==> config.mk <==
export PLATFORM = sky130hd
export DESIGN_NAME = kcs_decode
export DESIGN_NICKNAME = d
export VERILOG_FILES = /design/src/rtl/core/kcs_pkg.sv /design/src/rtl/core/kcs_decode.sv
export SDC_FILE = /design/constraint.sdc
export NUM_CORES = 1
export LEC_CHECK = 0
export BUFFER_PORTS_ARGS = -buffer_cell sky130_fd_sc_hd__buf_2
export CAP_MARGIN = 0
export CORE_UTILIZATION = 55
export DETAILED_ROUTE_END_ITERATION = 12
export PLACE_DENSITY = 0.82
export SLEW_MARGIN = 30
export SYNTH_ARGS = -nofsm -noshare
export SYNTH_HDL_FRONTEND = slang
export SYNTH_SLANG_ARGS = --single-unit
==> constraint.sdc <==
create_clock -name vclk -period 13.88
set_input_delay 2.776 -clock vclk [all_inputs]
set_output_delay 2.776 -clock vclk [all_outputs]
set_load 0.05 [all_outputs]
==> src/rtl/core/kcs_pkg.sv <==
// shared types, constants and field positions of the keyframe curve sampler
package kcs_pkg;

	// default store size in halfwords, a power of two
	localparam int KCS_STORE_HALFWORDS_DEF = 4096;

	// curve info word fields
	localparam int INFO_QUARTER_BIT = 31;
	localparam int INFO_HALF_BIT    = 30;
	localparam int INFO_CONST_BIT   = 29;
	localparam int INFO_SHORT_BIT   = 28;
	localparam int INFO_LAST_W      = 16;

	// entry index width: one bit more than a 16-bit frame
	localparam int IDX_W = 17;

	// wide sum: 3 * near + far of 32-bit entries
	localparam int SUM_W = 35;

	// read ports of the store copies
	localparam int RD_PORTS = 4;
	localparam int RP_A_LO  = 0;
	localparam int RP_A_HI  = 1;
	localparam int RP_B_LO  = 2;
	localparam int RP_B_HI  = 3;

	typedef enum logic [2:0] {
		OP_ZERO,
		OP_CONST,
		OP_ONE,
		OP_MEAN,
		OP_WEIGHT
	} op_t;

	typedef struct packed {
		op_t  op;
		logic is_short;
	} rd_cmd_t;

endpackage

==> src/rtl/core/kcs_decode.sv <==
// curve mode decode and halfword read address generation
module kcs_decode
	import kcs_pkg::*;
#(
	parameter int AW = $clog2(KCS_STORE_HALFWORDS_DEF)
) (
	input  logic          kind,
	input  logic [31:0]   curve_info,
	input  logic [31:0]   const_or_offset,
	input  logic [15:0]   frame,
	output rd_cmd_t       cmd,
	output logic [AW-1:0] addr_a_lo,
	output logic [AW-1:0] addr_a_hi,
	output logic [AW-1:0] addr_b_lo,
	output logic [AW-1:0] addr_b_hi
);

	logic [INFO_LAST_W-1:0] last;
	logic                   past_last;
	logic [IDX_W-1:0]       h_idx;
	logic [IDX_W-1:0]       q_idx;
	logic [IDX_W-1:0]       idx_a;
	logic [IDX_W-1:0]       idx_b;
	logic [IDX_W:0]         off_a;
	logic [IDX_W:0]         off_b;
	logic [AW-1:0]          base;

	always_comb begin
		last         = curve_info[INFO_LAST_W-1:0];
		past_last    = frame > last;
		h_idx        = IDX_W'(frame[15:1]);
		q_idx        = IDX_W'(frame[15:2]);
		cmd.op       = OP_ONE;
		cmd.is_short = curve_info[INFO_SHORT_BIT];
		idx_a        = IDX_W'(frame);
		idx_b        = '0;

		if (!kind) begin
			cmd.op = OP_ZERO;
		end else if (curve_info[INFO_CONST_BIT]) begin
			cmd.op = OP_CONST;
		end else if (!curve_info[INFO_HALF_BIT] && !curve_info[INFO_QUARTER_BIT]) begin
			idx_a = IDX_W'(frame);
		end else if (curve_info[INFO_HALF_BIT]) begin
			// half rate wins when both rate bits are set
			if (!frame[0]) begin
				idx_a = h_idx;
			end else if (past_last) begin
				idx_a = IDX_W'(last[15:1]) + IDX_W'(1);
			end else begin
				cmd.op = OP_MEAN;
				idx_a  = h_idx;
				idx_b  = h_idx + IDX_W'(1);
			end
		end else begin
			if (frame[1:0] == 2'b00) begin
				idx_a = q_idx;
			end else if (past_last) begin
				idx_a = IDX_W'(frame[1:0]) + IDX_W'(last[15:2]);
			end else if (frame[0]) begin
				// near key gets weight three
				cmd.op = OP_WEIGHT;
				if (frame[1]) begin
					idx_a = q_idx + IDX_W'(1);
					idx_b = q_idx;
				end else begin
					idx_a = q_idx;
					idx_b = q_idx + IDX_W'(1);
				end
			end else begin
				cmd.op = OP_MEAN;
				idx_a  = q_idx;
				idx_b  = q_idx + IDX_W'(1);
			end
		end

		off_a = cmd.is_short ? {1'b0, idx_a} : {idx_a, 1'b0};
		off_b = cmd.is_short ? {1'b0, idx_b} : {idx_b, 1'b0};
	end

	// byte offset to halfword address, low bit dropped, wraps with the store
	assign base      = const_or_offset[AW:1];
	assign addr_a_lo = base + off_a[AW-1:0];
	assign addr_a_hi = addr_a_lo + AW'(1);
	assign addr_b_lo = base + off_b[AW-1:0];
	assign addr_b_hi = addr_b_lo + AW'(1);

endmodule

# Word level (Yosys, flattened, before mapping)
# Cells that the tools add are included.
# Widths: inputs -> output; s select.
[word_totals]
input_bits = 81
out_inout_bits = 52
ff_bits = 0
wordCells = 44
[classes]
n_mux = 31
n_addsub = 8
magnitude_cmp = 1
n_reduce_logical = 4
[ops]
columns = ["cell", "n"]
rows = [
  ["$mux 12", 22],
  ["$add 12x1->12 const B", 5],
  ["$add 12x12->12", 2],
  ["$mux 3", 7],
  ["$gt 16x16->1", 1],
  ["$add 2x12->12", 1],
  ["$logic_not 1->1", 2],
  ["$logic_not 2->1", 1],
  ["$mux 1", 2],
  ["$logic_and 1x1->1", 1],
]

# Longest topological paths before layout
[depth]
word_depth = 12
ltp_mapped = 24
ltp_nobuf = 21

# Least setup slack after synthesis
# Ideal clock, no wire load.
[synth_timing]
path_type = "input to output"
from = "input port frame[0]"
to = "output port addr_a_hi[10]"
slack_ns = 2.678
path_stages = 21
path_buffers = 2
arrival_time_ns = 8.426
required_ns = 11.104
path_cell_list = "buf_2 -> clkinv_1 -> clkbuf_1 -> ha_1 -> and4_1 -> nor4b_4 -> nor2_1 -> o31a_1 -> nor2_1 -> a211o_1 -> a31o_1 -> mux2_2 -> fa_1 -> nor2b_1 -> o21a_1 -> nor2_1 -> xnor2_1 -> nand2_1 -> nor3_1 -> nand4_1 -> xnor2_1"
[synth_between]
elab_chain_len = 10
elab_cells_between_ends = 15
classes_between = "add/sub (3); order compare (1); mux (10); reduce/logical (1)"
[synth_rtl]
columns = ["element", "line_no", "rtl"]
rows = [
  ["start, declared", "kcs_decode.sv:10", "input logic [15:0] frame,"],
  ["$gt 16x16->1 (tied with other cells)", "kcs_decode.sv:30", "past_last = frame > last;"],
  ["$mux 12, on equally long branches", "kcs_decode.sv:58, kcs_decode.sv:48", ""],
  ["$mux 12, on equally long branches", "kcs_decode.sv:56, kcs_decode.sv:46", ""],
  ["$mux 12", "kcs_decode.sv:44", "end else if (curve_info[INFO_HALF_BIT]) begin"],
  ["$mux 12", "kcs_decode.sv:42", "end else if (!curve_info[INFO_HALF_BIT] && !curve_info[INFO_QUARTER_BIT]) begin"],
  ["$mux 12", "kcs_decode.sv:40", "end else if (curve_info[INFO_CONST_BIT]) begin"],
  ["$mux 12 *", "kcs_decode.sv:38", "if (!kind) begin"],
  ["$mux 12 *", "kcs_decode.sv:77", "off_a = cmd.is_short ? {1'b0, idx_a} : {idx_a, 1'b0};"],
  ["$add 12x12->12 *", "kcs_decode.sv:83", "assign addr_a_lo = base + off_a[AW-1:0];"],
  ["net addr_a_lo[4]", "kcs_decode.sv:12", "output logic [AW-1:0] addr_a_lo,"],
  ["$add 12x1->12 *", "kcs_decode.sv:84", "assign addr_a_hi = addr_a_lo + AW'(1);"],
  ["end, declared", "kcs_decode.sv:13", "output logic [AW-1:0] addr_a_hi,"],
]
# Mark *: on every way through the listed nets, which the timed path passes. The rest lies on a longest branch.

# Final worst setup path
[layout_timing]
from = "input port frame[0]"
to = "output port addr_a_hi[11]"
[layout_between]
elab_chain_len = 10
elab_cells_between_ends = 15
classes_between = "add/sub (3); order compare (1); mux (10); reduce/logical (1)"
[layout_rtl]
columns = ["element", "line_no"]
rows = [
  ["$gt 16x16->1 (tied with other cells)", "kcs_decode.sv:30"],
  ["$mux 12, on equally long branches", "kcs_decode.sv:58, kcs_decode.sv:48"],
  ["$mux 12, on equally long branches", "kcs_decode.sv:56, kcs_decode.sv:46"],
  ["$mux 12", "kcs_decode.sv:44"],
  ["$mux 12", "kcs_decode.sv:42"],
  ["$mux 12", "kcs_decode.sv:40"],
  ["$mux 12 *", "kcs_decode.sv:38"],
  ["$mux 12 *", "kcs_decode.sv:77"],
  ["$add 12x12->12 *", "kcs_decode.sv:83"],
  ["$add 12x1->12 *", "kcs_decode.sv:84"],
]
# Every way passes the cells marked *; elsewhere a longest branch is shown, timed or not.

==> impl_metrics.yaml <==
status:
  status: "finished, final reports clean"
power_and_ir_drop:
  power.density_nw_per_um2: 73.0
  p_total_mw: 0.339
  ir_worst_vdd_mv: 0.0519
  power.leakage_nw: 2.11
layout:
  flops_and_latches: 0
  nFillCells: 714
  clockBufferCount: 0
  area_growth_pct: 11.7
  multi_input_area_um2: 3860
  final_util: 0.637
  drive_gt1_frac: 0.198
  insertedDiodeCount: 0
  stdcell_count: 764
  nets: 796
  fin_area_um2: 4650
  register_area_um2: 0
placement:
  pre_cts_ws_ns: 2.17
  dp_hpwl_mm: 10.2
  gp_congestion: 0.905
  dp_cells: 764
  numPortBuffers: 101
  postPlaceCellArea_um2: 4650
timing:
  hold_violations: 0
  timing.final.ws_setup_ns: 2.03
  setup_viol: 0
  slew_violations: 0
  finalCriticalPeriod_ns: 11.85
  holdWs_ns: 5.97
  finalCritPeriodShare: 0.854
  rsz0062_at_grt: "false"
  fin_tns_setup_ns: 0
  tightest_slew_ns: 0.767
  relSlewSlack: 0.489
  max_freq_mhz: 84.4
synthesis:
  synth_top_area_share: 0.135
  yosys.area.top_type: "ha_1"
  synthTopCellsByArea: "ha_1 14%, xnor2_1 11%, nand2_1 5.6%"
  synth.most_common_cell: "nand2_1"
  ys_seq_area_frac: 0
  syn-num-nets: 724
  ys_warn_count: 0
  yosys-top-cells-count: "62 x nand2_1, 52 x xnor2_1, 49 x nor2_1"
  synth_area_um2: 4160
  synth_cells: 595
  synth_cell_types: 84
  postSynthAreaPerCell_um2: 6.99
setup_path:
  cp_max_fo: 30
  crit_required_ns: 11.10
  end_kind: "output pin"
  cp-start-kind: "input pin"
  arrival_ns: 9.08
  critical_path_class: "in2out"
detailed_routing:
  route.met3.wl_um: 851
  wire_per_inst_um: 16.7
  antenna_left: 0
  route.top_layer_used: "met4"
  drc: 0
  drt_wl_total_mm: 12.8
  vias: 4791
  wl_met1_mm: 5.77
  dr_wl_met2_mm: 6.03
  routed_via_density: 6.27
  first_pass_iters: 5
  initialDrtViolationCount: 428
die:
  dieArea_um2: 7920
  die_w_um: 89.0
  core_area_um2: 7290
  io_pins: 133
  start_util: 0.571
  die_h_um: 89.0
  rows: 31
cts:
  hold_buffers: 0
  postCtsSetupRepairBufs: 0
  cts_resized: 0
grt:
  antenna_found_initial: 0
  grt_pass1_vias: 4077
  grt_max_degree: 40
  grt_pass1_wl_mm: 19.8
  grtUsageTotal: 0.314
  grt-ovfl-total: 0
min_path:
  hold_class: "in2out"
  whs_path_depth: 3
  hold_path_end: "cmd[1]"
  min_from: "kind"
flow_run:
  drv_cap: 0
## cell usage in the layout, fill, tap and decap left out, drive strengths merged, types with 4 or more instances in the layout
cell      n
o21ai    25
a21oi    33
nor3     15
o211ai   15
xor2     21
mux2i    16
nand2    62
nand2b    4
a211oi    9
o31ai     6
a31oi     9
nor4      5
ha       45
and4      5
and3     13
nand4    12
nor2     50
xnor2    53
nor2b     4
and2      4
buf     102
inv      36
o22ai     9
o21a      4
a21o      6
nand3    34
## layer usage
| metal | GRT usage | vias up |
|---|---|---|
| met2 | 0.545 | 242 |
| met1 | 0.455 | 2197 |
| met3 | 0.000923 | 16 |
| met4 | 0.0303 | 0 |
| li1 | - | 2336 |
| met5 | 0 | - |
## logic make-up (layout without fill, tap and decap cells)
group | count (synthesis) | count (layout) | synth area share
simple gates | 223 | 223 | 0.278
compound gates | 157 | 157 | 0.282
xor+xnor | 76 | 76 | 0.169
buf+inv | 71 | 141 | 0.0716
fa+ha+maj | 49 | 49 | 0.152
mux | 19 | 19 | 0.0475
## layout make-up
class,instances,area share
Timing Repair Buffer,102,0.110
Inverter,39,0.0315
Multi-Input combinational cell,524,0.831
Tap cell,99,0.0267
## worst max-delay path by stage
stage,start,end,slack (ns),cells after the start
after CTS,frame[0],addr_a_hi[11],2.15,23
after global placement,frame[0],addr_a_hi[11],2.34,23
after floorplan,frame[0],addr_a_hi[10],2.68,21
after detailed placement,frame[0],addr_a_hi[11],2.17,23
final,frame[0],addr_a_hi[11],2.03,23
after global routing,frame[0],addr_a_hi[11],1.61,23
## where the power goes
| part | total, mW | leakage (nW) | internal, mW | switching, mW |
|---|---|---|---|---|
| logic | 0.339 | 2.11 | 0.0954 | 0.244 |
| clock network | 0 | 0 | 0 | 0 |
| registers | 0 | 0 | 0 | 0 |
| total | 0.339 | 2.11 | 0.0954 | 0.244 |
## worst max-delay path, stage by stage
cell and delay [ns]:
buf_2 0.44, clkinv_1 0.63, ha_1 0.48, and4_1 0.22, nor4b_4 0.16, nor2_1 0.21, o31a_1 0.60, nor2_1 0.15
a211o_1 0.30, a31o_1 0.25, nor2_1 0.12, ha_1 0.20, inv_1 0.05, fa_1 0.40, nor2b_1 0.14, o21a_1 0.14
nor2_1 0.05, xnor2_1 0.35, nor4bb_1 0.52, and4_1 0.31, nand3_1 0.12, xor3_1 0.21, buf_2 0.25
Note: power is estimated with default switching activity, not from simulation.
